### src/hdl/isfp_pkg.sv
// ----------------------------------------------------------------------------
// isfp_pkg
// Shared constants and types for the IMU serial frame parser.
// ----------------------------------------------------------------------------
package isfp_pkg;

  // Default number of 16-bit sample words in a type A2 frame
  localparam int PAYLOAD_WORDS_DEF = 12;

  // Frame framing bytes
  localparam logic [7:0] HDR0        = 8'hAE;
  localparam logic [7:0] HDR1        = 8'hEA;
  localparam logic [7:0] TRL0        = 8'hEF;
  localparam logic [7:0] TRL1        = 8'hFE;
  localparam logic [7:0] TYPE_SAMPLE = 8'hA2;
  localparam logic [7:0] MIN_LEN     = 8'd7;

  // Header bytes pre-summed into the running checksum
  localparam logic [7:0] HDR_SUM = 8'(HDR0 + HDR1);

  // Result kinds
  typedef enum logic [1:0] {
    KIND_WORD  = 2'd0,
    KIND_CSUM  = 2'd1,
    KIND_SHORT = 2'd2
  } kind_t;

  // Frame-done event from the parser to the result sequencer
  typedef struct packed {
    logic  fire;
    kind_t kind;
  } frame_done_t;

endpackage

### src/hdl/imu_serial_frame_parser.sv
// ----------------------------------------------------------------------------
// imu_serial_frame_parser
// Serial IMU frame parser: header hunt, checksum and trailer check, word output.
// ----------------------------------------------------------------------------
// One received byte is taken per cycle while the parser hunts for a header or
// reads the length. Payload bytes are written pairwise into a word store as
// they arrive. A frame that ends with a good trailer gives one error result
// (bad checksum, short A2 frame), PAYLOAD_WORDS sample words (full A2 frame)
// or nothing (other types). Sample words are read from the store one word per
// cycle into the output register while the sink keeps out_ready high. While a
// frame drains, header and length bytes are still taken, but frame body bytes
// wait until the last result of the previous frame has been issued.
module imu_serial_frame_parser #(
  parameter int PAYLOAD_WORDS = isfp_pkg::PAYLOAD_WORDS_DEF
) (
  input  logic               clk,
  input  logic               rst,
  input  logic [7:0]         rx_byte,
  input  logic               in_valid,
  output logic               in_ready,
  output logic               out_valid,
  input  logic               out_ready,
  output logic [1:0]         kind,
  output logic [3:0]         word_index,
  output logic signed [15:0] word_value,
  output logic               last
);
  import isfp_pkg::*;

  localparam int AW = (PAYLOAD_WORDS > 1) ? $clog2(PAYLOAD_WORDS) : 1;

  frame_done_t   done;
  logic          busy;
  logic          ram_we;
  logic [AW-1:0] ram_waddr;
  logic [15:0]   ram_wdata;
  logic          ram_re;
  logic [AW-1:0] ram_raddr;
  logic [15:0]   ram_rdata;
  kind_t         kind_q;

  isfp_frame_fsm #(
    .PAYLOAD_WORDS(PAYLOAD_WORDS),
    .AW           (AW)
  ) u_fsm (
    .clk      (clk),
    .rst      (rst),
    .rx_byte  (rx_byte),
    .in_valid (in_valid),
    .in_ready (in_ready),
    .busy     (busy),
    .ram_we   (ram_we),
    .ram_waddr(ram_waddr),
    .ram_wdata(ram_wdata),
    .done     (done)
  );

  isfp_payload_ram #(
    .DEPTH(PAYLOAD_WORDS),
    .AW   (AW)
  ) u_ram (
    .clk  (clk),
    .we   (ram_we),
    .waddr(ram_waddr),
    .wdata(ram_wdata),
    .re   (ram_re),
    .raddr(ram_raddr),
    .rdata(ram_rdata)
  );

  isfp_result_ctrl #(
    .PAYLOAD_WORDS(PAYLOAD_WORDS),
    .AW           (AW)
  ) u_res (
    .clk       (clk),
    .rst       (rst),
    .done      (done),
    .busy      (busy),
    .ram_re    (ram_re),
    .ram_raddr (ram_raddr),
    .out_valid (out_valid),
    .out_ready (out_ready),
    .kind      (kind_q),
    .word_index(word_index),
    .last      (last)
  );

  // Error kinds carry a zero value
  assign kind       = kind_q;
  assign word_value = (kind_q == KIND_WORD) ? $signed(ram_rdata) : 16'sd0;

endmodule

### src/hdl/isfp_payload_ram.sv
// ----------------------------------------------------------------------------
// isfp_payload_ram
// Payload word store: one write port, one read port with registered data.
// ----------------------------------------------------------------------------
module isfp_payload_ram #(
  parameter int DEPTH = isfp_pkg::PAYLOAD_WORDS_DEF,
  parameter int AW    = 4
) (
  input  logic          clk,
  input  logic          we,
  input  logic [AW-1:0] waddr,
  input  logic [15:0]   wdata,
  input  logic          re,
  input  logic [AW-1:0] raddr,
  output logic [15:0]   rdata
);

  logic [15:0] mem [DEPTH];

  // Write port
  always_ff @(posedge clk) begin
    if (we) begin
      mem[waddr] <= wdata;
    end
  end

  // Read port, data held until the next read
  always_ff @(posedge clk) begin
    if (re) begin
      rdata <= mem[raddr];
    end
  end

endmodule

### src/hdl/isfp_frame_fsm.sv
// ----------------------------------------------------------------------------
// isfp_frame_fsm
// Header hunt, length capture, checksum and trailer check, payload writes.
// ----------------------------------------------------------------------------
module isfp_frame_fsm #(
  parameter int PAYLOAD_WORDS = isfp_pkg::PAYLOAD_WORDS_DEF,
  parameter int AW            = 4
) (
  input  logic                  clk,
  input  logic                  rst,
  input  logic [7:0]            rx_byte,
  input  logic                  in_valid,
  output logic                  in_ready,
  input  logic                  busy,
  output logic                  ram_we,
  output logic [AW-1:0]         ram_waddr,
  output logic [15:0]           ram_wdata,
  output isfp_pkg::frame_done_t done
);
  import isfp_pkg::*;

  localparam logic [7:0] PAY_BYTES = 8'(2 * PAYLOAD_WORDS);
  localparam logic [7:0] FULL_LEN  = 8'(7 + 2 * PAYLOAD_WORDS);

  typedef enum logic [3:0] {
    PH_HUNT0 = 4'b0001,
    PH_HUNT1 = 4'b0010,
    PH_LEN   = 4'b0100,
    PH_BODY  = 4'b1000
  } phase_t;

  phase_t     phase, phase_next;
  logic [7:0] frame_length, frame_length_next;
  logic [7:0] byte_position, byte_position_next;
  logic [7:0] running_sum, running_sum_next;
  logic [7:0] frame_type, frame_type_next;
  logic [7:0] received_checksum, received_checksum_next;
  logic [7:0] trailer_first, trailer_first_next;
  logic [7:0] hi_byte;

  logic       accept;
  logic [7:0] sum_upd;
  logic [7:0] pay_off;
  logic       in_payload;
  logic       at_end;
  logic       trailer_ok;
  logic       sum_ok;

  // Body bytes wait while a finished frame is still being read out
  assign in_ready = !((phase == PH_BODY) && busy);
  assign accept   = in_valid && in_ready;

  assign sum_upd    = running_sum + rx_byte;
  assign pay_off    = byte_position - 8'd4;
  assign in_payload = (byte_position >= 8'd4) && (pay_off < PAY_BYTES);
  assign at_end     = (byte_position >= frame_length - 8'd1);
  assign trailer_ok = (trailer_first == TRL0) && (rx_byte == TRL1);
  assign sum_ok     = (sum_upd == received_checksum);

  // Payload store: high byte held, full word written on the low byte
  assign ram_we    = accept && (phase == PH_BODY) && in_payload && pay_off[0];
  assign ram_waddr = pay_off[AW:1];
  assign ram_wdata = {hi_byte, rx_byte};

  always_ff @(posedge clk) begin
    if (accept && (phase == PH_BODY) && in_payload && !pay_off[0]) begin
      hi_byte <= rx_byte;
    end
  end

  // Frame completion event
  always_comb begin
    done.fire = 1'b0;
    done.kind = KIND_WORD;
    if (accept && (phase == PH_BODY) && at_end && trailer_ok) begin
      if (!sum_ok) begin
        done.fire = 1'b1;
        done.kind = KIND_CSUM;
      end else if (frame_type == TYPE_SAMPLE) begin
        done.fire = 1'b1;
        done.kind = (frame_length < FULL_LEN) ? KIND_SHORT : KIND_WORD;
      end
    end
  end

  // Parser next state
  always_comb begin
    phase_next             = phase;
    frame_length_next      = frame_length;
    byte_position_next     = byte_position;
    running_sum_next       = running_sum;
    frame_type_next        = frame_type;
    received_checksum_next = received_checksum;
    trailer_first_next     = trailer_first;
    if (accept) begin
      unique case (phase)
        PH_HUNT0: begin
          if (rx_byte == HDR0) phase_next = PH_HUNT1;
        end
        PH_HUNT1: begin
          if (rx_byte == HDR1) begin
            phase_next = PH_LEN;
          end else if (rx_byte != HDR0) begin
            phase_next = PH_HUNT0;
          end
        end
        PH_LEN: begin
          if (rx_byte < MIN_LEN) begin
            phase_next = PH_HUNT0;
          end else begin
            frame_length_next  = rx_byte;
            running_sum_next   = HDR_SUM + rx_byte;
            byte_position_next = 8'd3;
            phase_next         = PH_BODY;
          end
        end
        PH_BODY: begin
          if (byte_position == 8'd3) frame_type_next = rx_byte;
          if (byte_position == frame_length - 8'd3) begin
            received_checksum_next = rx_byte;
          end else begin
            running_sum_next = sum_upd;
          end
          if (byte_position == frame_length - 8'd2) trailer_first_next = rx_byte;
          if (at_end) begin
            phase_next = PH_HUNT0;
          end else begin
            byte_position_next = byte_position + 8'd1;
          end
        end
        default: phase_next = PH_HUNT0;
      endcase
    end
  end

  always_ff @(posedge clk) begin
    if (rst) begin
      phase             <= PH_HUNT0;
      frame_length      <= '0;
      byte_position     <= '0;
      running_sum       <= '0;
      frame_type        <= '0;
      received_checksum <= '0;
      trailer_first     <= '0;
    end else begin
      phase             <= phase_next;
      frame_length      <= frame_length_next;
      byte_position     <= byte_position_next;
      running_sum       <= running_sum_next;
      frame_type        <= frame_type_next;
      received_checksum <= received_checksum_next;
      trailer_first     <= trailer_first_next;
    end
  end

endmodule

### src/hdl/isfp_result_ctrl.sv
// ----------------------------------------------------------------------------
// isfp_result_ctrl
// Issues frame results into the result register, walking the payload store for sample words.
// ----------------------------------------------------------------------------
module isfp_result_ctrl #(
  parameter int PAYLOAD_WORDS = isfp_pkg::PAYLOAD_WORDS_DEF,
  parameter int AW            = 4
) (
  input  logic                  clk,
  input  logic                  rst,
  input  isfp_pkg::frame_done_t done,
  output logic                  busy,
  output logic                  ram_re,
  output logic [AW-1:0]         ram_raddr,
  output logic                  out_valid,
  input  logic                  out_ready,
  output isfp_pkg::kind_t       kind,
  output logic [3:0]            word_index,
  output logic                  last
);
  import isfp_pkg::*;

  localparam logic [3:0] LAST_IDX = 4'(PAYLOAD_WORDS - 1);

  kind_t      job_kind;
  logic [3:0] idx;
  logic       issue;
  logic       issue_last;

  // Issue one result while a job is pending and the output register is free or draining
  assign issue      = busy && (!out_valid || out_ready);
  assign issue_last = (job_kind != KIND_WORD) || (idx == LAST_IDX);
  assign ram_re     = issue && (job_kind == KIND_WORD);
  assign ram_raddr  = idx[AW-1:0];

  // Job sequencer
  always_ff @(posedge clk) begin
    if (rst) begin
      busy     <= 1'b0;
      idx      <= '0;
      job_kind <= KIND_WORD;
    end else if (done.fire) begin
      busy     <= 1'b1;
      idx      <= '0;
      job_kind <= done.kind;
    end else if (issue) begin
      idx <= idx + 4'd1;
      if (issue_last) busy <= 1'b0;
    end
  end

  // Output register; the word value comes from the store's read register
  always_ff @(posedge clk) begin
    if (rst) begin
      out_valid <= 1'b0;
    end else if (issue) begin
      out_valid <= 1'b1;
    end else if (out_ready) begin
      out_valid <= 1'b0;
    end
  end

  always_ff @(posedge clk) begin
    if (issue) begin
      kind       <= job_kind;
      word_index <= (job_kind == KIND_WORD) ? idx : 4'd0;
      last       <= issue_last;
    end
  end

endmodule

### config.mk
export PLATFORM = sky130hd
export DESIGN_NAME = imu_serial_frame_parser
export DESIGN_NICKNAME = d
export VERILOG_FILES = /design/src/hdl/isfp_pkg.sv /design/src/hdl/imu_serial_frame_parser.sv /design/src/hdl/isfp_payload_ram.sv /design/src/hdl/isfp_frame_fsm.sv /design/src/hdl/isfp_result_ctrl.sv
export SDC_FILE = /design/constraint.sdc
export NUM_CORES = 1
export LEC_CHECK = 0
export BUFFER_PORTS_ARGS = -buffer_cell sky130_fd_sc_hd__buf_4
export CAP_MARGIN = 20
export CORE_MARGIN = 1.5
export CORE_UTILIZATION = 67
export CTS_CLUSTER_SIZE = 16
export DETAILED_ROUTE_END_ITERATION = 8
export GPL_ROUTABILITY_DRIVEN = 0
export PLACE_DENSITY = 0.85
export REMOVE_ABC_BUFFERS = 1
export SLEW_MARGIN = 25
export SYNTH_ARGS = -nofsm -noshare
export SYNTH_HDL_FRONTEND = slang
export SYNTH_SLANG_ARGS = --single-unit
### constraint.sdc
create_clock -name clk -period 8.46 [get_ports clk]
set_input_delay 1.269 -clock clk [delete_from_list [all_inputs] [get_ports clk]]
set_output_delay 1.269 -clock clk [all_outputs]
set_load 0.03 [all_outputs]
==> impl_metrics.py, run 1 <==
metrics = {
    "placed_design": {
        "dp_slack_ps": 4600,
        "port_buffers": 36,
        "dpl_cell_area_sq_um": 13000,
        "hpwlAfterDp_microns": 16400,
    },
    "clock_network": {
        "cts-buffers-inserted": 28,
        "ctsHtreeMaxLevel": 1,
        "path_clk_slew_ps": 60,
        "root_buffer": "clkbuf_16",
        "cts_max_path_buffers": 3,
        "cts_tree": "yes",
        "clock_sinks": 283,
        "post_cts_resized": 0,
        "clk_latency_ps": 530,
        "hold_buffers": 0,
        "post_cts_buffers": 0,
    },
    "finish": {
        "fillCellCount": 1022,
        "postLayoutCellArea_sq_um": 14000,
        "fin_nets": 949,
        "drive_above_1_share_pct": 17.7,
        "n_antenna_cell": 0,
        "syn_to_final_growth_pct": 11.7,
    },
    "floorplanning": {
        "dieArea_sq_um": 19500,
        "die_width_microns": 140,
        "start_util_pct": 69.1,
        "die_y_microns": 140,
        "core_sq_um": 18100,
        "rows": 49,
        "num_io_pins": 37,
    },
    "global_route": {
        "track_usage_pct": 29.5,
        "antenna_found_initial": 0,
        "grt_pass1_wl_microns": 44000,
        "grt_max_degree": 60,
        "grt-ovfl-total": 0,
        "grt_pass1_vias": 7793,
    },
    "setup_path": {
        "cp_max_fo": 13,
        "crit_path_start_kind": "register",
        "reg2reg_setup_slack_ps": 4780,
        "critical_path_required_ps": 8670,
        "reg2reg_depth": 9,
        "timing.rr.end": "u_ram.mem[4][0]",
        "r2r_start": "u_fsm.byte_position[2]",
        "path_class": "register to register",
        "arrival_ps": 3890,
        "critPathCaptureType": "register",
    },
    "drt": {
        "wl_per_cell_microns": 24.9,
        "drc_errors": 1,
        "firstDrtPassIters": 7,
        "vias_per_cell": 6.62,
        "drtIter0Drc": 837,
        "final_antenna_net_count": 0,
        "drt_wl_total_microns": 28800,
        "num_vias": 7675,
    },
    "logic_synthesis": {
        "seq_area_frac_synth_pct": 63.0,
        "synth_enable_flop_cells": 223,
        "synth_flop_cell": "edfxtp_1",
        "synth_cell_type_count": 68,
        "async_flop_share_pct": 0,
        "synth_cells": 874,
        "ys_warn_count": 0,
        "synth_seq_cells": 283,
        "syn_area_per_cell_sq_um": 14.3,
        "netlist_area_sq_um": 12500,
    },
    "timing": {
        "slew_headroom_pct": 35.5,
        "max_freq_mhz": 272,
        "worst_pin_slew_ps": 964,
        "worst_slack_ps": 4780,
        "hold_viol": 0,
        "setup_violations": 0,
        "period_minus_slack_ps": 3680,
        "rsz0062_at_grt": "no",
        "drv_slew": 0,
        "fin_crit_sh_pct": 43.5,
        "finClkSkew_ps": 11.1,
        "setup-tns-final_ps": 0,
    },
    "power": {
        "leakagePower_nw": 4.70,
        "power-per-cell-area_nw_per_um2": 199,
        "vdd_ir_drop_max_v": 0.000160,
    },
    "worst_hold_path": {
        "whs_endpoint": "u_fsm.running_sum[6]",
        "hp-class": "register to register",
        "whs_path_depth": 2,
        "hp-start": "u_fsm.running_sum[6]",
    },
    "outcome": {
        "status": "finished with violations",
        "violations": "design-rule violations",
    },
    "flow_run": {
        "cap_violations": 0,
    },
}
## per-stage QoR
step / cells / hold slack (ps) / power, W / util, %
after detailed placement: 1107 / 457 / 0.00156 / 71.9
final: 1159 / 468 / 0.00279 / 77.2
after CTS: 1158 / 466 / 0.00279 / 77.0
after global routing: 1159 / 489 / 0.00285 / 77.2
after floorplan: 825 / 424 / 0.00153 / -
after global placement: 1107 / 446 / 0.00156 / 71.9
## worst max-delay path, stage by stage (launching register included)
cell	delay, ps
dfxtp_1	730
inv_1	340
ha_1	340
xnor2_1	230
o21ai_0	120
nor2_1	120
nand2_1	70
or4_1	480
nor2_1	570
buf_4	360
## synthesized netlist by cell type (4+ instances only)
| library cell | number | area, sq um |
|---|---|---|
| edfxtp_1 | 223 | 6700 |
| nor2_1 | 76 | 285 |
| dfxtp_1 | 60 | 1200 |
| nand2_1 | 58 | 218 |
| mux2i_1 | 55 | 551 |
| mux4_2 | 48 | 1080 |
| o21ai_0 | 37 | 185 |
| clkbuf_1 | 36 | 135 |
| a21oi_1 | 29 | 145 |
| ha_1 | 27 | 338 |
| and2_1 | 25 | 156 |
| xnor2_1 | 21 | 184 |
| xor2_1 | 21 | 184 |
| nor3_1 | 15 | 75.1 |
| inv_1 | 14 | 52.6 |
| nand3_1 | 12 | 60.1 |
| nand2b_1 | 9 | 56.3 |
| nand4_1 | 9 | 56.3 |
| buf_1 | 6 | 22.5 |
| o211ai_1 | 6 | 45.0 |
| a211o_1 | 5 | 43.8 |
| a211oi_1 | 5 | 37.5 |
| buf_2 | 5 | 25.0 |
| and3_1 | 4 | 25.0 |
| nor4_1 | 4 | 25.0 |
## where the power goes
part           internal, W  switching, W
Sequential         0.00149   0.000000120
Combinational    0.0000124     0.0000294
Clock             0.000744      0.000515
Total              0.00224      0.000545
## flip-flops by register name, summed over array words and instances, names as in the netlist
name and cells:
u_fsm.frame_length 8, u_fsm.byte_position 8, u_res.last 1, u_fsm.trailer_first 8
u_ram.mem 192, u_fsm.frame_type 8, u_ram.rdata 16, u_res.busy 1
u_res.job_kind 2, u_res.kind 2, u_fsm.running_sum 8, u_fsm.phase 4
u_fsm.received_checksum 8, u_res.out_valid 1, u_res.ram_raddr 4, u_fsm.hi_byte 8
u_res.word_index 4
## per-layer routing
layer	vias to the layer above	wire, microns	share of wire (%)	GRT usage (%)
li1	3367	-	-	-
met1	3829	11000	38	39.0
met2	430	15000	52	52.0
met3	49	2120	7.4	3.61
met4	0	654	2.3	8.81
met5	-	0	0	0
## placed cells by master, fill, tap and decap left out, types with 3 or more instances in the layout
cell type / n
o211ai_1: 6
xor2_1: 21
nand4_1: 9
a21o_1: 3
nor3_2: 3
nor2_1: 76
bufinv_16: 4
nor3_1: 12
dfxtp_1: 58
nand2b_1: 9
nor2b_1: 3
a211o_1: 5
nand2_1: 58
a21oi_1: 29
and2_1: 25
inv_1: 14
mux4_2: 48
mux2i_1: 55
clkinv_1: 7
xnor2_1: 21
a211oi_1: 5
buf_4: 53
nor4_1: 4
ha_1: 27
edfxtp_1: 223
nor3b_1: 3
nor4b_1: 3
nand3_1: 12
clkbuf_16: 29
and3_1: 3
nand4b_1: 3
clkinv_2: 6
o21ai_0: 37
## logic make-up (layout without fill, tap and decap cells)
family | Yosys count | in the layout | share of synthesized area [%]
buf+inv | 63 | 119 | 2.03
simple gates | 248 | 248 | 10.3
xor+xnor | 44 | 44 | 3.29
compound gates | 103 | 103 | 5.36
fa+ha+maj | 28 | 28 | 2.85
flops | 283 | 283 | 63.0
mux | 105 | 105 | 13.2
## final cells by class
cell class | count | area (sq um) | share of cell area [%]
Clock inverter | 20 | 200 | 1.43
Inverter | 14 | 52.6 | 0.375
Tap cell | 229 | 287 | 2.05
Timing Repair Buffer | 54 | 425 | 3.04
Multi-Input combinational cell | 528 | 4400 | 31.4
Sequential cell | 283 | 7900 | 56.4
Clock buffer | 31 | 733 | 5.24
## worst max path at each step
stage / slack [ps] / start / end / cells after the start
finish: 4780 / u_fsm.byte_position[2] / u_ram.mem[4][0] / 9
global route: 4550 / u_fsm.byte_position[2] / u_ram.mem[4][8] / 9
CTS: 4780 / u_fsm.byte_position[2] / u_ram.mem[4][8] / 9
detailed placement: 4600 / rx_byte[0] / u_res.ram_raddr[2] / 10
global placement: 4760 / rx_byte[0] / u_res.ram_raddr[0] / 10
floorplan: 4850 / in_valid / u_ram.mem[6][0] / 5
Power figures use the tool's default switching activity.
==> run 2, diff against run 1 <==
--- a/config.mk
+++ b/config.mk
@@ -8,11 +8,11 @@
 export BUFFER_PORTS_ARGS = -buffer_cell sky130_fd_sc_hd__buf_4
 export CAP_MARGIN = 20
 export CORE_MARGIN = 1.5
-export CORE_UTILIZATION = 67
+export CORE_UTILIZATION = 62
 export CTS_CLUSTER_SIZE = 16
 export DETAILED_ROUTE_END_ITERATION = 8
 export GPL_ROUTABILITY_DRIVEN = 0
-export PLACE_DENSITY = 0.85
+export PLACE_DENSITY = 0.79
 export REMOVE_ABC_BUFFERS = 1
 export SLEW_MARGIN = 25
 export SYNTH_ARGS = -nofsm -noshare
==> constraint.sdc (replaced) <==
create_clock -name clk -period 3.65 [get_ports clk]
set_input_delay 0.5475 -clock clk [delete_from_list [all_inputs] [get_ports clk]]
set_output_delay 0.5475 -clock clk [all_outputs]
set_load 0.03 [all_outputs]
==> run 2 against run 1 <==
The flow now finishes without violations. Utilization shrank 5.4 points. Clock power increased by 130%. Non-clock buffer count up 10. Sequential share of layout area is 0.41 points lower. Worst hold slack lost 130 ps. Flip-flop and latch count stayed put. Die area grew 7.9%. Largest power group unchanged. Final cell count rose by 4.0%. Via count shrank 1.1%. Register-to-register slack got worse by 4400 ps. First-iteration DRC count fell by 31%.
==> impl_metrics.py, run 2 (synthesis gave the netlist of run 1 again) <==
metrics = {
    "floorplanning": {
        "start_util_pct": 63.8,
        "dieArea_sq_um": 21100,
        "num_io_pins": 37,
        "rows": 51,
        "die_y_microns": 145,
        "die_width_microns": 145,
        "core_sq_um": 19700,
    },
    "finish": {
        "drive_above_1_share_pct": 18.7,
        "fin_nets": 959,
        "n_antenna_cell": 0,
        "syn_to_final_growth_pct": 12.5,
        "regMostFlops": "u_ram.mem",
        "postLayoutCellArea_sq_um": 14100,
        "layout_commonest_cell": "edfxtp_1",
        "final_cell_mix": "223 x edfxtp_1, 76 x nor2_1, 63 x buf_4",
        "top_regs": "u_ram.mem x192, u_ram.rdata x16",
        "largest_reg_flops": 192,
    },
    "drt": {
        "drc_errors": 0,
        "firstDrtPassIters": 4,
        "drtIter0Drc": 578,
        "vias_per_cell": 6.30,
        "num_vias": 7588,
        "wl_per_cell_microns": 22.7,
        "final_antenna_net_count": 0,
        "drt_wl_total_microns": 27400,
    },
    "setup_path": {
        "critical_path_required_ps": 4110,
        "path_class": "register to register",
        "crit_path_start_kind": "register",
        "critPathCaptureType": "register",
        "reg2reg_setup_slack_ps": 390,
        "cp_max_fo": 12,
        "arrival_ps": 3720,
    },
    "clock_network": {
        "root_buffer": "clkbuf_16",
        "hold_buffers": 0,
        "clk_latency_ps": 530,
        "clock_sinks": 283,
        "path_clk_slew_ps": 60,
        "cts-buffers-inserted": 28,
        "cts_max_path_buffers": 3,
        "ctsHtreeMaxLevel": 1,
        "cts_tree": "yes",
    },
    "power": {
        "netSwitchingPower_w": 0.00125,
        "clkPwrFrac_pct": 44.6,
        "p_int_w": 0.00515,
        "leakagePower_nw": 4.74,
        "seq_power_share_pct": 53.9,
        "vdd_ir_drop_max_v": 0.000406,
        "swShare_pct": 19.5,
        "power-per-cell-area_nw_per_um2": 454,
        "p_comb_share_pct": 1.6,
    },
    "outcome": {
        "status": "finished, final reports clean",
    },
    "timing": {
        "period_minus_slack_ps": 3260,
        "worst_pin_slew_ps": 1020,
        "slew_headroom_pct": 31.8,
        "finClkSkew_ps": 9.43,
        "setup-tns-final_ps": 0,
        "drv_slew": 0,
        "rsz0062_at_grt": "no",
        "max_freq_mhz": 307,
        "hold_viol": 0,
        "fin_crit_sh_pct": 89.3,
        "setup_violations": 0,
    },
    "global_route": {
        "grt-ovfl-total": 0,
        "grt_max_degree": 60,
        "grt_pass1_vias": 7914,
        "grt_pass1_wl_microns": 43200,
        "antenna_found_initial": 0,
        "track_usage_pct": 26.4,
    },
    "placed_design": {
        "dpl_cell_area_sq_um": 13200,
        "port_buffers": 36,
        "hpwlAfterDp_microns": 16400,
    },
    "flow_run": {
        "cap_violations": 0,
    },
    "worst_hold_path": {
        "hp-class": "primary input to register",
    },
}
-- run 2: cell count changes in the layout (fill, tap and decap cells not counted), sizes merged --
| cell | delta |
|---|---|
| buf | +10 |
| bufinv | -1 |
| clkbuf | +3 |
| clkinv | -4 |
| clkinvlp | +1 |
| inv | +1 |
-- run 2: worst max-delay path, stage by stage (launching register included) --
cell and delay (ps):
dfxtp_1 440, inv_1 160, ha_1 220, nor3b_2 260, and2_1 200, nand2_1 70, xor2_1 150, ha_1 300
nand2_1 70, nor3_1 230, a21oi_1 130, o21ai_0 290, nand2_1 150, or3_1 390, a21oi_1 140
-- run 2: timing repair --
action | in CTS | in global routing
buffers inserted | 0 | 0
endpoints found under the setup margin | 0 | 1
resized for setup | 0 | 1
-- run 2: final cells by class --
cell class                      count  area, sq um
Sequential cell                   283         7900
Fill cell                        1283         5550
Multi-Input combinational cell    528         4410
Clock buffer                       34          744
Timing Repair Buffer               64          484
Tap cell                          265          332
Clock inverter                     17          183
Inverter                           14         52.6
-- run 2: worst paths after layout --
| check | cells past startpoint | start | to |
|---|---|---|---|
| max | 14 | u_fsm.frame_length[2] | u_fsm.phase[1] |
| min reg2reg | 2 | u_fsm.running_sum[5] | u_fsm.running_sum[5] |
| min | 1 | rx_byte[3] | u_ram.mem[3][3] |
| max reg2reg | 14 | u_fsm.frame_length[2] | u_fsm.phase[1] |
-- run 2: through the flow --
step                instances  util [%]  hold WS, ps  worst slack [ps]  total power [W]
finish                   1205      71.8          337               389          0.00640
global route             1205      71.8          317               123          0.00657
CTS                      1204      71.7          316               338          0.00644
detailed placement       1153      67.0          453               351          0.00361
global placement         1153      67.0          449               494          0.00361
floorplan                 825         -          424               135          0.00355
-- run 2: per-layer routing --
metal  wire length (microns)  GRT usage, %  share of wire (%)  up-vias
li1                        -             -                  -     3401
met1                   10700          33.9                 39     3863
met2                   14300          46.8                 52      268
met3                    1740          3.36                6.3       56
met4                     699          8.67                2.6        0
met5                       0             0                  0        -
-- run 2: power by group through the flow --
| stage | registers [W] | logic, W | clock network (W) |
|---|---|---|---|
| 3_3_place_gp | 0.00352 | 0.0000934 | 0 |
| 5_1_grt | 0.00344 | 0.000105 | 0.00302 |
| 2_1_floorplan | 0.00352 | 0.0000360 | 0 |
| 4_1_cts | 0.00345 | 0.0000978 | 0.00289 |
| 6_report | 0.00345 | 0.0000992 | 0.00285 |
| 3_5_place_dp | 0.00352 | 0.0000975 | 0 |
==> run 3, diff against run 2 <==
--- a/config.mk
+++ b/config.mk
@@ -7,12 +7,14 @@
 export LEC_CHECK = 0
 export BUFFER_PORTS_ARGS = -buffer_cell sky130_fd_sc_hd__buf_4
 export CAP_MARGIN = 20
+export CELL_PAD_IN_SITES_DETAIL_PLACEMENT = 1
+export CELL_PAD_IN_SITES_GLOBAL_PLACEMENT = 2
 export CORE_MARGIN = 1.5
-export CORE_UTILIZATION = 62
+export CORE_UTILIZATION = 45
 export CTS_CLUSTER_SIZE = 16
 export DETAILED_ROUTE_END_ITERATION = 8
 export GPL_ROUTABILITY_DRIVEN = 0
-export PLACE_DENSITY = 0.79
+export PLACE_DENSITY_LB_ADDON = 0.1
 export REMOVE_ABC_BUFFERS = 1
 export SLEW_MARGIN = 25
 export SYNTH_ARGS = -nofsm -noshare
==> run 3 against run 2 <==
Via count is 2.3% lower. Maximum frequency decreased by 4.2%. Sequential share of layout area is 0.51 points lower. Cell area up 0.92%. Count of clock-buffer cells in the layout up 2. Die area up 37%. Setup slack lost 140 ps. Non-clock buffer count shrank 1. Global-route usage decreased by 4.6 points. Critical endpoint unchanged. Largest power group unchanged.
==> impl_metrics.py, run 3 (synthesis gave the netlist of run 1 again) <==
metrics = {
    "drt": {
        "num_vias": 7412,
        "final_antenna_net_count": 0,
        "drt_wl_total_microns": 30400,
        "firstDrtPassIters": 4,
        "drc_errors": 0,
        "wl_per_cell_microns": 23.1,
        "vias_per_cell": 5.63,
        "drtIter0Drc": 368,
    },
    "clock_network": {
        "post_cts_buffers": 0,
        "clk_latency_ps": 550,
        "cts-buffers-inserted": 30,
        "root_buffer": "clkbuf_16",
        "cts_tree": "yes",
        "hold_buffers": 0,
        "clock_sinks": 283,
        "cts_max_path_buffers": 3,
        "ctsHtreeMaxLevel": 1,
        "path_clk_slew_ps": 60,
        "post_cts_resized": 0,
    },
    "placed_design": {
        "port_buffers": 36,
        "dpl_cell_area_sq_um": 13300,
        "hpwlAfterDp_microns": 19200,
    },
    "outcome": {
        "status": "finished, final reports clean",
    },
    "setup_path": {
        "crit_path_start_kind": "register",
        "critPathTopFamily": "simple AND/OR/NAND/NOR gates",
        "path_class": "register to register",
        "critPathCaptureType": "register",
        "crit_chain": "inv_1 -> ha_1 -> nor3b_1 -> and2_1 -> nand2_1 -> xor2_1 -> ha_1 -> nand2_1 -> nor3_1 -> a21oi_1 -> o21ai_0 -> nand2_1 -> or3_1 -> a21oi_1",
        "critPathBufInv": 1,
        "crit_top_cell": "nand2_1",
        "arrival_ps": 3860,
        "slowest_delay_ps": 380,
        "cp_slowest_cell": "or3_1",
        "critical_path_required_ps": 4110,
        "cp_max_fo": 5,
    },
    "timing": {
        "period_minus_slack_ps": 3400,
        "drv_slew": 0,
        "setup-tns-final_ps": 0,
        "setup_violations": 0,
        "finClkSkew_ps": 25.0,
        "fin_crit_sh_pct": 93.3,
        "hold_viol": 0,
        "whs_ps": 342,
        "max_freq_mhz": 294,
        "worst_pin_slew_ps": 776,
        "slew_headroom_pct": 48.1,
        "rsz0062_at_grt": "no",
    },
    "floorplanning": {
        "num_io_pins": 37,
        "dieArea_sq_um": 28900,
        "die_width_microns": 170,
        "die_y_microns": 170,
        "core_sq_um": 27200,
        "rows": 60,
        "start_util_pct": 46.1,
    },
    "finish": {
        "drive_above_1_share_pct": 18.3,
        "final_core_util_pct": 52.4,
        "fin_nets": 960,
        "syn_to_final_growth_pct": 13.5,
        "regMostFlops": "u_ram.mem",
        "final_cell_mix": "223 x edfxtp_1, 76 x nor2_1, 62 x buf_4",
        "layout_commonest_cell": "edfxtp_1",
        "largest_reg_flops": 192,
        "postLayoutCellArea_sq_um": 14200,
        "n_antenna_cell": 0,
        "top_regs": "u_ram.mem x192, u_ram.rdata x16",
    },
    "global_route": {
        "grt_pass1_vias": 8151,
        "track_usage_pct": 21.9,
        "antenna_found_initial": 0,
        "grt_pass1_wl_microns": 47400,
        "grt_max_degree": 60,
        "grt-ovfl-total": 0,
    },
    "power": {
        "leakagePower_nw": 4.74,
        "power-per-cell-area_nw_per_um2": 449,
        "vdd_ir_drop_max_v": 0.000339,
    },
    "flow_run": {
        "cap_violations": 0,
    },
    "worst_hold_path": {
        "hp-class": "primary input to register",
    },
}
==> run 3: changes by cell type in the layout (fill, tap and decap cells not counted), moves of 2 or more <==
cell        before  now
clkinv_1         3   10
bufinv_16        3    1
clkinvlp_4       3    0
clkbuf_16       29   31
==> run 3: per-stage QoR <==
step	setup WS, ps	power (W)	instances
2_1_floorplan	135	0.00355	825
3_3_place_gp	478	0.00362	1259
3_5_place_dp	315	0.00362	1259
4_1_cts	264	0.00646	1315
5_1_grt	51.2	0.00659	1316
6_report	246	0.00639	1316
==> run 3: report_power, final <==
| group | leakage (nW) | switching, W | total (W) | internal, W |
|---|---|---|---|---|
| clock network | 0.451 | 0.00122 | 0.00284 | 0.00162 |
| logic | 1.80 | 0.0000747 | 0.000105 | 0.0000301 |
| registers | 2.50 | 0.000000285 | 0.00345 | 0.00345 |
| total | 4.74 | 0.00130 | 0.00639 | 0.00509 |
==> run 3: area by class of cell <==
| class | instances | area, sq um |
|---|---|---|
| clock buffers | 36 | 795 |
| multi-input cells | 528 | 4400 |
| well taps | 372 | 465 |
| repair buffers | 63 | 493 |
| flip-flops and latches | 283 | 7900 |
| fillers | 2664 | 12900 |
| inverters | 14 | 52.6 |
| clock inverters | 20 | 124 |
==> run 3: worst min-delay path, delay by kind of cell <==
kind	cells	cell delay (ps)
and+or+nand+nor	1	140
AOI/OAI and AO/OA	1	80
buffers and inverters	1	70
==> run 3: worst paths after layout <==
check	start	to	slack [ps]	cells past startpoint
setup reg to reg	u_fsm.frame_length[1]	u_fsm.phase[1]	250	14
setup / recovery	u_fsm.frame_length[1]	u_fsm.phase[1]	250	14
hold reg to reg	u_fsm.running_sum[2]	u_fsm.running_sum[2]	460	2
hold / removal	out_ready	u_res.out_valid	340	3
==> run 3: routing by layer <==
layer	vias up	wire length, microns	track usage [%]
met3	43	1220	2.56
met1	3833	12900	27.4
li1	3403	-	-
met4	0	599	5.69
met5	-	0	0
met2	133	15700	40.0
